`src/design/csr_pkg.sv`:
```
`timescale 1ns / 1ps
`default_nettype none

package csr_pkg;

    localparam int MAX_RADIUS  = 63;
    localparam int COORD_BITS  = 16;
    localparam int RADIUS_BITS = 6;
    localparam int DEC_BITS    = 9;
    localparam int COLOR_BITS  = 32;

    // command queue between front and back
    localparam int QUEUE_DEPTH = 2;
    localparam int Q_PTR_BITS  = (QUEUE_DEPTH > 1) ? $clog2(QUEUE_DEPTH) : 1;
    localparam int Q_CNT_BITS  = $clog2(QUEUE_DEPTH + 1);

    typedef struct packed {
        logic signed [COORD_BITS-1:0]  center_x;
        logic signed [COORD_BITS-1:0]  center_y;
        logic        [RADIUS_BITS-1:0] radius;
        logic                          filled;
        logic        [COLOR_BITS-1:0]  color;
    } t_in;

    typedef struct packed {
        logic signed [COORD_BITS-1:0]  out_center_x;
        logic signed [COORD_BITS-1:0]  out_center_y;
        logic        [RADIUS_BITS-1:0] offset_x;
        logic        [RADIUS_BITS-1:0] offset_y;
        logic                          out_filled;
        logic        [COLOR_BITS-1:0]  out_color;
        logic                          last;
    } t_out;

    // classified circle command as held in the queue
    typedef struct packed {
        logic signed [COORD_BITS-1:0]  center_x;
        logic signed [COORD_BITS-1:0]  center_y;
        logic        [RADIUS_BITS-1:0] radius;
        logic                          filled;
        logic        [COLOR_BITS-1:0]  color;
        logic signed [DEC_BITS-1:0]    dec_init;
    } t_cmd;

    typedef struct packed {
        logic full;
        logic valid;
    } t_q_status;

endpackage

`default_nettype wire

```
`src/design/csr_front.sv`:
```
`timescale 1ns / 1ps
`default_nettype none

module csr_front (
    input  wire logic          i_clk,
    input  wire logic          i_rst_n,
    input  wire logic          i_valid,
    input  csr_pkg::t_in       i_data,
    output logic               o_stall,
    output logic               o_push,
    output csr_pkg::t_cmd      o_cmd,
    input  csr_pkg::t_q_status i_q_stat
);

    logic                                  r_valid;
    logic                                  n_valid;
    csr_pkg::t_cmd                         r_cmd;
    csr_pkg::t_cmd                         n_cmd;
    logic [csr_pkg::RADIUS_BITS-1:0]       w_radius;
    logic                                  w_take;

    // clamp radius
    assign w_radius = (i_data.radius > csr_pkg::RADIUS_BITS'(csr_pkg::MAX_RADIUS))
                    ? csr_pkg::RADIUS_BITS'(csr_pkg::MAX_RADIUS) : i_data.radius;

    assign o_push  = r_valid && !i_q_stat.full;
    assign o_stall = r_valid && i_q_stat.full;
    assign w_take  = i_valid && !o_stall;
    assign o_cmd   = r_cmd;

    always_comb begin
        n_valid = r_valid;
        n_cmd   = r_cmd;
        if (o_push) begin
            n_valid = 1'b0;
        end
        if (w_take) begin
            n_valid          = 1'b1;
            n_cmd.center_x   = i_data.center_x;
            n_cmd.center_y   = i_data.center_y;
            n_cmd.radius     = w_radius;
            n_cmd.filled     = i_data.filled;
            n_cmd.color      = i_data.color;
            n_cmd.dec_init   = $signed({{(csr_pkg::DEC_BITS-csr_pkg::RADIUS_BITS){1'b0}},
                                        w_radius}) - csr_pkg::DEC_BITS'(1);
        end
    end

    always_ff @(posedge i_clk) begin
        if (!i_rst_n) begin
            r_valid <= 1'b0;
        end else begin
            r_valid <= n_valid;
        end
        r_cmd <= n_cmd;
    end

endmodule

`default_nettype wire

```
`src/design/csr_queue.sv`:
```
`timescale 1ns / 1ps
`default_nettype none

module csr_queue (
    input  wire logic          i_clk,
    input  wire logic          i_rst_n,
    input  wire logic          i_push,
    input  csr_pkg::t_cmd      i_cmd,
    input  wire logic          i_pop,
    output csr_pkg::t_cmd      o_head,
    output csr_pkg::t_q_status o_stat
);

    csr_pkg::t_cmd                    r_mem [csr_pkg::QUEUE_DEPTH];
    logic [csr_pkg::Q_PTR_BITS-1:0]   r_wr_ptr;
    logic [csr_pkg::Q_PTR_BITS-1:0]   r_rd_ptr;
    logic [csr_pkg::Q_CNT_BITS-1:0]   r_count;
    logic                             w_push;
    logic                             w_pop;

    function automatic logic [csr_pkg::Q_PTR_BITS-1:0] ptr_inc(
        input logic [csr_pkg::Q_PTR_BITS-1:0] p
    );
        return (p == csr_pkg::Q_PTR_BITS'(csr_pkg::QUEUE_DEPTH - 1))
             ? '0 : p + csr_pkg::Q_PTR_BITS'(1);
    endfunction

    assign o_stat.full  = (r_count == csr_pkg::Q_CNT_BITS'(csr_pkg::QUEUE_DEPTH));
    assign o_stat.valid = (r_count != '0);
    assign w_push       = i_push && !o_stat.full;
    assign w_pop        = i_pop && o_stat.valid;
    assign o_head       = r_mem[r_rd_ptr];

    always_ff @(posedge i_clk) begin
        if (!i_rst_n) begin
            r_wr_ptr <= '0;
            r_rd_ptr <= '0;
            r_count  <= '0;
        end else begin
            if (w_push) begin
                r_wr_ptr <= ptr_inc(r_wr_ptr);
            end
            if (w_pop) begin
                r_rd_ptr <= ptr_inc(r_rd_ptr);
            end
            if (w_push && !w_pop) begin
                r_count <= r_count + csr_pkg::Q_CNT_BITS'(1);
            end else if (w_pop && !w_push) begin
                r_count <= r_count - csr_pkg::Q_CNT_BITS'(1);
            end
        end
        if (w_push) begin
            r_mem[r_wr_ptr] <= i_cmd;
        end
    end

endmodule

`default_nettype wire

```
`src/design/csr_back.sv`:
```
`timescale 1ns / 1ps
`default_nettype none

module csr_back (
    input  wire logic          i_clk,
    input  wire logic          i_rst_n,
    input  csr_pkg::t_cmd      i_head,
    input  csr_pkg::t_q_status i_q_stat,
    output logic               o_pop,
    output logic               o_valid,
    output csr_pkg::t_out      o_data,
    input  wire logic          i_stall
);

    localparam int RB = csr_pkg::RADIUS_BITS;
    localparam int DB = csr_pkg::DEC_BITS;

    logic                          r_busy;
    csr_pkg::t_cmd                 r_cmd;
    logic [RB-1:0]                 r_x;
    logic [RB-1:0]                 r_y;
    logic signed [DB-1:0]          r_d;
    logic                          r_ovalid;
    csr_pkg::t_out                 r_out;

    logic                          w_adv;
    logic signed [DB-1:0]          w_x2;
    logic signed [DB-1:0]          w_y2;
    logic signed [DB-1:0]          w_ry2;
    logic signed [DB-1:0]          n_d;
    logic [RB-1:0]                 n_x;
    logic [RB-1:0]                 n_y;
    logic                          w_last;

    assign o_pop   = !r_busy && i_q_stat.valid;
    assign w_adv   = r_busy && (!r_ovalid || !i_stall);
    assign o_valid = r_ovalid;
    assign o_data  = r_out;

    assign w_x2  = $signed({{(DB-RB-1){1'b0}}, r_x, 1'b0});
    assign w_y2  = $signed({{(DB-RB-1){1'b0}}, r_y, 1'b0});
    assign w_ry2 = $signed({{(DB-RB-1){1'b0}}, r_cmd.radius - r_y, 1'b0});

    // three-way decision step; last when the next point leaves the octant
    always_comb begin
        n_x = r_x;
        n_y = r_y;
        if (r_d >= w_x2) begin
            n_d    = r_d - w_x2 - DB'(1);
            n_x    = r_x + RB'(1);
            w_last = (r_y == r_x);
        end else if (r_d < w_ry2) begin
            n_d    = r_d + w_y2 - DB'(1);
            n_y    = r_y - RB'(1);
            w_last = (r_y == r_x);
        end else begin
            n_d    = r_d + w_y2 - w_x2 - DB'(2);
            n_x    = r_x + RB'(1);
            n_y    = r_y - RB'(1);
            w_last = (r_y == r_x) || (r_y == r_x + RB'(1));
        end
    end

    always_ff @(posedge i_clk) begin
        if (!i_rst_n) begin
            r_busy   <= 1'b0;
            r_ovalid <= 1'b0;
        end else begin
            if (o_pop) begin
                r_busy <= 1'b1;
            end else if (w_adv && w_last) begin
                r_busy <= 1'b0;
            end
            if (w_adv) begin
                r_ovalid <= 1'b1;
            end else if (!i_stall) begin
                r_ovalid <= 1'b0;
            end
        end
        if (o_pop) begin
            r_cmd <= i_head;
            r_x   <= '0;
            r_y   <= i_head.radius;
            r_d   <= i_head.dec_init;
        end else if (w_adv) begin
            r_x <= n_x;
            r_y <= n_y;
            r_d <= n_d;
        end
        if (w_adv) begin
            r_out.out_center_x <= r_cmd.center_x;
            r_out.out_center_y <= r_cmd.center_y;
            r_out.offset_x     <= r_x;
            r_out.offset_y     <= r_y;
            r_out.out_filled   <= r_cmd.filled;
            r_out.out_color    <= r_cmd.color;
            r_out.last         <= w_last;
        end
    end

endmodule

`default_nettype wire

```
`src/design/circle_span_rasterizer_top.sv`:
```
// Circle span rasterizer. Each input beat is one circle command (center,
// radius, fill mode, color); the block walks one octant of the circle with
// the Andres integer scheme and emits one output beat per iteration, carrying
// the center, the current (offset_x, offset_y) pair with offset_y >= offset_x,
// the mode and color, and last on the final beat of the circle. A radius of
// zero gives a single beat with both offsets zero. A circle of radius r yields
// about r/sqrt(2) + 1 beats (at most r + 1, at most 64), one per cycle from
// the back-end iterator unless stalled, and then loads the next command from
// the two-entry command queue. The front end keeps accepting commands while
// the iterator runs, until the queue and its input register are full.
`timescale 1ns / 1ps
`default_nettype none

module circle_span_rasterizer_top (
    input  wire logic     i_clk,
    input  wire logic     i_rst_n,
    // command channel
    input  wire logic     i_valid,
    input  csr_pkg::t_in  i_data,
    output logic          o_stall,
    // result channel
    output logic          o_valid,
    output csr_pkg::t_out o_data,
    input  wire logic     i_stall
);

    logic               w_push;
    logic               w_pop;
    csr_pkg::t_cmd      w_cmd;
    csr_pkg::t_cmd      w_head;
    csr_pkg::t_q_status w_q_stat;

    // front end: takes the command beat, clamps radius, seeds the decision term
    csr_front u_front (
        .i_clk    (i_clk),
        .i_rst_n  (i_rst_n),
        .i_valid  (i_valid),
        .i_data   (i_data),
        .o_stall  (o_stall),
        .o_push   (w_push),
        .o_cmd    (w_cmd),
        .i_q_stat (w_q_stat)
    );

    // decouples command intake from the iterator
    csr_queue u_queue (
        .i_clk   (i_clk),
        .i_rst_n (i_rst_n),
        .i_push  (w_push),
        .i_cmd   (w_cmd),
        .i_pop   (w_pop),
        .o_head  (w_head),
        .o_stat  (w_q_stat)
    );

    // back end: octant iterator with registered output beat
    csr_back u_back (
        .i_clk    (i_clk),
        .i_rst_n  (i_rst_n),
        .i_head   (w_head),
        .i_q_stat (w_q_stat),
        .o_pop    (w_pop),
        .o_valid  (o_valid),
        .o_data   (o_data),
        .i_stall  (i_stall)
    );

    // every emitted point lies in the upper octant
    a_octant: assert property (@(posedge i_clk) disable iff (!i_rst_n)
        o_valid |-> (o_data.offset_y >= o_data.offset_x))
        else $error("offset_x exceeds offset_y");

    // a circle's beats come back to back: no gap before last
    a_no_gap: assert property (@(posedge i_clk) disable iff (!i_rst_n)
        (o_valid && !i_stall && !o_data.last) |=> o_valid)
        else $error("gap inside a circle's beat sequence");

    // a full queue is never empty
    a_q_sane: assert property (@(posedge i_clk) disable iff (!i_rst_n)
        w_q_stat.full |-> w_q_stat.valid)
        else $error("queue status inconsistent");

    // a push is only issued into a queue with room
    a_q_push: assert property (@(posedge i_clk) disable iff (!i_rst_n)
        w_push |-> !w_q_stat.full)
        else $error("push into full queue");

endmodule

`default_nettype wire
```
`config.mk`:
```
export PLATFORM = sky130hd
export DESIGN_NAME = circle_span_rasterizer_top
export DESIGN_NICKNAME = d
export VERILOG_FILES = /design/src/design/csr_pkg.sv /design/src/design/csr_front.sv /design/src/design/csr_queue.sv /design/src/design/csr_back.sv /design/src/design/circle_span_rasterizer_top.sv
export SDC_FILE = /design/constraint.sdc
export NUM_CORES = 1
export LEC_CHECK = 0
export BUFFER_PORTS_ARGS = -buffer_cell sky130_fd_sc_hd__buf_2
export CAP_MARGIN = 20
export CORE_ASPECT_RATIO = 1.5
export CORE_UTILIZATION = 51
export DETAILED_ROUTE_END_ITERATION = 7
export GPL_TIMING_DRIVEN = 0
export PLACE_DENSITY = 0.7
export SLEW_MARGIN = 30
export SYNTH_ARGS = -nofsm -noshare
export SYNTH_HDL_FRONTEND = slang
export SYNTH_HIERARCHICAL = 1
export SYNTH_SLANG_ARGS = --single-unit
```
`constraint.sdc`:
```
create_clock -name i_clk -period 8.3 [get_ports i_clk]
set_input_delay 1.245 -clock i_clk [delete_from_list [all_inputs] [get_ports i_clk]]
set_output_delay 1.245 -clock i_clk [all_outputs]
set_load 0.03 [all_outputs]
```
After elaboration in Yosys (flattened, before gate mapping):

Memories as Yosys holds them, arrays and structs flattened. A register that Yosys moved wholly into a read port is not among the register bits.
Index checks and enable logic that the tools add are counted.

* bits in registers: 257
* memory bits (writable): 160
* input bits: 75
* output and inout bits: 80
* memories: 1

Memory list
* u_queue.r_mem: depth 2, bits a word 80, read ports 1, clocked after Yosys merged registers in 1, write ports 1, RTL line csr_queue.sv:14 `csr_pkg::t_cmd r_mem [csr_pkg::QUEUE_DEPTH];`

* add/sub/neg operators: 14
* magnitude comparators: 3
* eq/ne operators: 6
* mux-type cells: 26
* reductions and logical operators: 26

Operators by type and width (number)
* $mux 6: 6
* $mux 9: 4
* $sub 9x2->9 const B: 2
* $sub 9x8->9: 2
* $mux 1: 14
* $eq 6x6->1: 2
* $logic_and 1x1->1: 10
* $reduce_bool 2->1: 5
* $add 9x8->9: 1
* $ge 9x8->1: 1
* $lt 9x8->1: 1
* $sub 9x3->9 const B: 1
* $logic_not 1->1: 7
* $sub 6x1->7 const B: 1
* $add 6x1->6 const B: 1
* $gt 6x6->1 const B: 1
* $sub 6x1->6 const B: 1
* $sub 6x6->6: 1
* $mux 2: 2
* $ne 2x1->1 const B: 2
* $reduce_and 2->1: 2
* $add 1x1->1 const B: 2
* $add 2x1->2 const B: 1
* $eq 2x2->1 const B: 1
* 3 further kinds: 4

Depth between registers and ports, before layout:

* word-level depth: 8
* depth in mapped cells: 17
* gate-level depth less buffers: 16

Cells and area by module:

The synthesis kept the hierarchy.

Modules (own cells, without submodules)
* csr_back: times used 1, cells an instance 506, area an instance 7398.3 µm², sequential area each 5084.9 µm²
* csr_queue: times used 1, cells an instance 274, area an instance 6037.0 µm², sequential area each 4904.7 µm²
* csr_front: times used 1, cells an instance 106, area an instance 2536.2 µm², sequential area each 2362.3 µm²

Least setup slack after synthesis:

OpenSTA, ideal clock, no wires.

* path kind: input -> register
* start point: in i_valid
* end point: reg u_front.r_cmd, in the netlist u_front/o_cmd[0] (enable)
* arrival: 4.657 ns
* data required time: 7.778 ns
* slack: 3.120 ns
* cell stages on the path: 1
* path buffers: 0
* cells stage by stage: nor2b_1

* word-level cells in the longest chain between the ends: 1

Ends and longest elaborated chain
* start, declared: RTL line circle_span_rasterizer_top.sv:18 `input wire logic i_valid,`
* $logic_and 1x1->1: RTL line csr_front.sv:28 `assign w_take = i_valid && !o_stall;`
* end signal, assigned: RTL line csr_front.sv:55 `r_cmd <= n_cmd;`
* end, declared: RTL line csr_front.sv:17 `csr_pkg::t_cmd r_cmd;`

No other way between the ends.
A chain may end at the register's enable or synchronous reset.

Worst setup path in the final report:

* start point: reg u_back.r_y[2]
* end point: reg u_back.r_d[3], data pin

* word-level cells in the longest chain between the ends: 7
* elaborated cells on any way between the ends: 10

Ends and longest elaborated chain
* start, declared: RTL line csr_back.sv:21 `logic [RB-1:0] r_y;`
* start signal, assigned: RTL line csr_back.sv:83 `r_y <= i_head.radius;`
* start signal, assigned: RTL line csr_back.sv:87 `r_y <= n_y;`
* $add 9x8->9: RTL line csr_back.sv:53, csr_back.sv:57
* $sub 9x8->9: RTL line csr_back.sv:57 `n_d = r_d + w_y2 - w_x2 - DB'(2);`
* $sub 9x3->9: RTL line csr_back.sv:57
* $mux 9 *: RTL line csr_back.sv:52 `end else if (r_d < w_ry2) begin`
* $mux 9 *: RTL line csr_back.sv:48 `if (r_d >= w_x2) begin`
* $mux 9 *: RTL line csr_back.sv:85 `end else if (w_adv) begin`
* $mux 9 *: RTL line csr_back.sv:80 `if (o_pop) begin`
* end signal, assigned: RTL line csr_back.sv:84 `r_d <= i_head.dec_init;`
* end signal, assigned: RTL line csr_back.sv:88 `r_d <= n_d;`
* end, declared: RTL line csr_back.sv:22 `logic signed [DB-1:0] r_d;`

Every way passes the cells marked *; elsewhere a longest branch is shown, timed or not. The select of a mux whose other input is x is not followed.

==> impl_metrics.json <==
{
  "finalSetupViolCount": 0,
  "htreeDepth": 2,
  "fin_crit_sh": 0.483,
  "required_ns": 8.55,
  "nets": 1214,
  "syn_inst": 886,
  "drt_pass1_iterations": 5,
  "cellPowerDensity_nw_per_um2": 419,
  "whs_path_depth": 0,
  "cap_violations": 0,
  "cts_tree": "built",
  "slew_violations": 0,
  "drc_errors": 0,
  "r2r_start": "u_back/r_y[2]",
  "fin_crit_ns": 4.01,
  "cts_buffers": 37,
  "rows": 79,
  "internal-power_mw": 5.09,
  "synth_area_leaders": "edfxtp_1 76%, mux2_1 5.6%, ha_1 3.1%, dfxtp_1 1.8%, xnor2_1 1.8%",
  "cts_setup_buffers": 0,
  "rsz0062_at_grt": "no",
  "dieArea_um2": 32000,
  "ant_nets": 0,
  "crit_arrival_ns": 4.26,
  "cts_buffer_depth": 3,
  "gp_congestion": 0.870,
  "grt_antenna_before_repair": 7,
  "dpl.cell_count": 1461,
  "ctsHoldBuffers": 0,
  "synth_cell_types": 70,
  "core_region_area_um2": 30900,
  "grt_pass1_wl_mm": 43.0,
  "routed-via-count": 7882,
  "drive_above_1_share": 0.226,
  "ys_seq_area_frac": 0.773,
  "p_leak_nw": 6.75,
  "hold_class": "reg2reg",
  "path_clk_slew_ns": 0.06,
  "die-width_um": 146,
  "reg2reg_setup_slack_ns": 4.29,
  "instances_no_fill": 1529,
  "start_util": 0.516,
  "ys.flop_type": "edfxtp_1",
  "synth_top_area_frac": 0.756,
  "setup_ws_ns": 4.29,
  "syn2layout_area_growth_pct": 17.3,
  "cp-start-kind": "register",
  "grt_usage": 0.178,
  "worstHoldStart": "u_back/r_cmd[67]",
  "synthTopCellsByCount": "402 x edfxtp_1, 80 x mux2_1, 41 x inv_1, 40 x ha_1, 36 x nor2_1",
  "yosysWarnings": 6,
  "cts.sinks": 416,
  "post_drt_wl_per_cell_um": 18.3,
  "vias_per_cell": 5.16,
  "combPwrFrac": 0.381,
  "die_h_um": 219,
  "drt_iter0_markers": 322,
  "synth_area_um2": 16000,
  "root_buffer": "clkbuf_16",
  "p_sw_frac": 0.352,
  "reg2regPathDepth": 15,
  "pre_cts_ws_ns": 4.28,
  "ys_seq_elements": 416,
  "syn_area_per_cell_um2": 18.0,
  "final_util": 0.605,
  "tightest_slew_ns": 0.935,
  "worstReg2RegEnd": "u_back/r_d[3]",
  "grt_pass1_vias": 8018,
  "clock_power_share": 0.207,
  "grt_max_degree": 45,
  "fillers": 2295,
  "grt-ovfl-total": 0,
  "postSynth.asyncResetShare": 0,
  "drt_wl_total_mm": 28.0,
  "power.switching_mw": 2.76,
  "peakVddDrop_v": 0.000260,
  "end_kind": "register",
  "p_seq_frac": 0.412,
  "holdWs_ns": 0.413,
  "yosysTopAreaCell": "edfxtp_1",
  "tns_ns": 0,
  "crit_fanout": 10,
  "dp_hpwl_mm": 19.4,
  "post-synth-top-count-cell": "edfxtp_1",
  "status": "complete, no violations",
  "syn_nets": 1005,
  "clk_latency_ns": 0.52,
  "hold_viol_final": 0,
  "ctsResizeCount": 0,
  "synth_edf_count": 402,
  "ioPinCount": 155,
  "numPortBuffers": 154,
  "finClkSkew_ns": 0.0131,
  "slew_headroom": 0.370,
  "min_to": "u_back/o_data[65]",
  "crit_type": "reg2reg",
  "fmax_ghz": 0.250
}
-- logic make-up after synthesis --
family	share of synthesized area
AO/OA/AOI/OAI	0.0465
AND/OR/NAND/NOR	0.0375
flip-flops	0.773
adder cells (fa/ha/maj)	0.0363
buffers and inverters	0.0227
XOR/XNOR	0.0247
multiplexers	0.0589
-- per-layer routing --
metal | global-route usage | up-vias | wire length, um
met2 | 0.331 | 176 | 15300
met3 | 0.0405 | 65 | 1380
met4 | 0.0802 | 8 | 939
li1 | - | 3793 | -
met1 | 0.191 | 3840 | 10400
met5 | 0 | - | 46
-- cell type report --
class                      instances  area, um^2  share of cell area
inverter                          44         170             0.00908
antenna                            3        7.51            0.000401
buffer                            27         201              0.0108
multi-input combinational        399        3280               0.175
tap                              405         507              0.0271
sequential                       416       12400               0.659
clock inverter                    14         125             0.00668
timing repair buffer             170        1070              0.0573
clock buffer                      51        1020              0.0545
-- registers in the layout, summed over array words and instances, names as in the netlist, 2 cells and up, named ones only --
signal	count
u_back/o_data	78
u_back/r_cmd	71
u_back/r_d	9
u_back/r_x	6
u_back/r_y	6
u_front/o_cmd	78
u_queue/r_count	2
u_queue/r_mem	160
-- metrics by stage --
step	cell area, um^2	total power, mW
2_1_floorplan	16000	5.41
3_3_place_gp	17200	6.19
3_5_place_dp	17600	6.28
4_1_cts	18700	7.95
5_1_grt	18700	8.33
6_report	18700	7.85
-- power by group through the flow --
stage | clock network, mW | logic [mW] | registers, mW
2_1_floorplan | 0 | 1.88 | 3.54
3_3_place_gp | 0 | 2.85 | 3.34
3_5_place_dp | 0 | 2.99 | 3.28
4_1_cts | 1.68 | 3.03 | 3.24
5_1_grt | 1.75 | 3.30 | 3.28
6_report | 1.62 | 2.99 | 3.24
-- worst max path at each step --
stage                        from                end  slack (ns)  cells past startpoint
global route        u_back/r_y[2]      u_back/r_d[3]        3.99                     15
global placement          i_valid  u_front/o_cmd[26]        0.83                      2
detailed placement  u_back/r_y[1]      u_back/r_d[8]        4.28                     15
finish              u_back/r_y[2]      u_back/r_d[3]        4.29                     15
floorplan                 i_valid   u_front/o_cmd[0]        3.12                      1
CTS                 u_back/r_y[2]      u_back/r_d[8]        4.26                     15
-- worst max-delay path, cell delays in order, from the launching register on --
cell and delay [ns]:
edfxtp_1 0.42, clkbuf_1 0.30, inv_1 0.15, ha_1 0.34, a21o_1 0.19, a21o_1 0.17
a21oi_1 0.26, xnor2_1 0.16, ha_1 0.26, a2111o_1 0.45, o21ai_4 0.20, buf_2 0.27
mux2i_1 0.23, nor2_1 0.07, a21oi_1 0.17, a21oi_1 0.09
-- cell usage in the layout, fill, tap and decap left out, drive strengths merged, types with 11 or more instances in the layout --
| master | count |
|---|---|
| o21ai | 33 |
| edfxtp | 402 |
| xnor2 | 32 |
| dfxtp | 14 |
| mux2 | 80 |
| a21oi | 30 |
| xor2 | 13 |
| buf | 184 |
| clkinv | 11 |
| inv | 44 |
| ha | 40 |
| nand2 | 24 |
| clkbuf | 63 |
| nor2 | 36 |
Note: power is estimated with default switching activity, not from simulation.
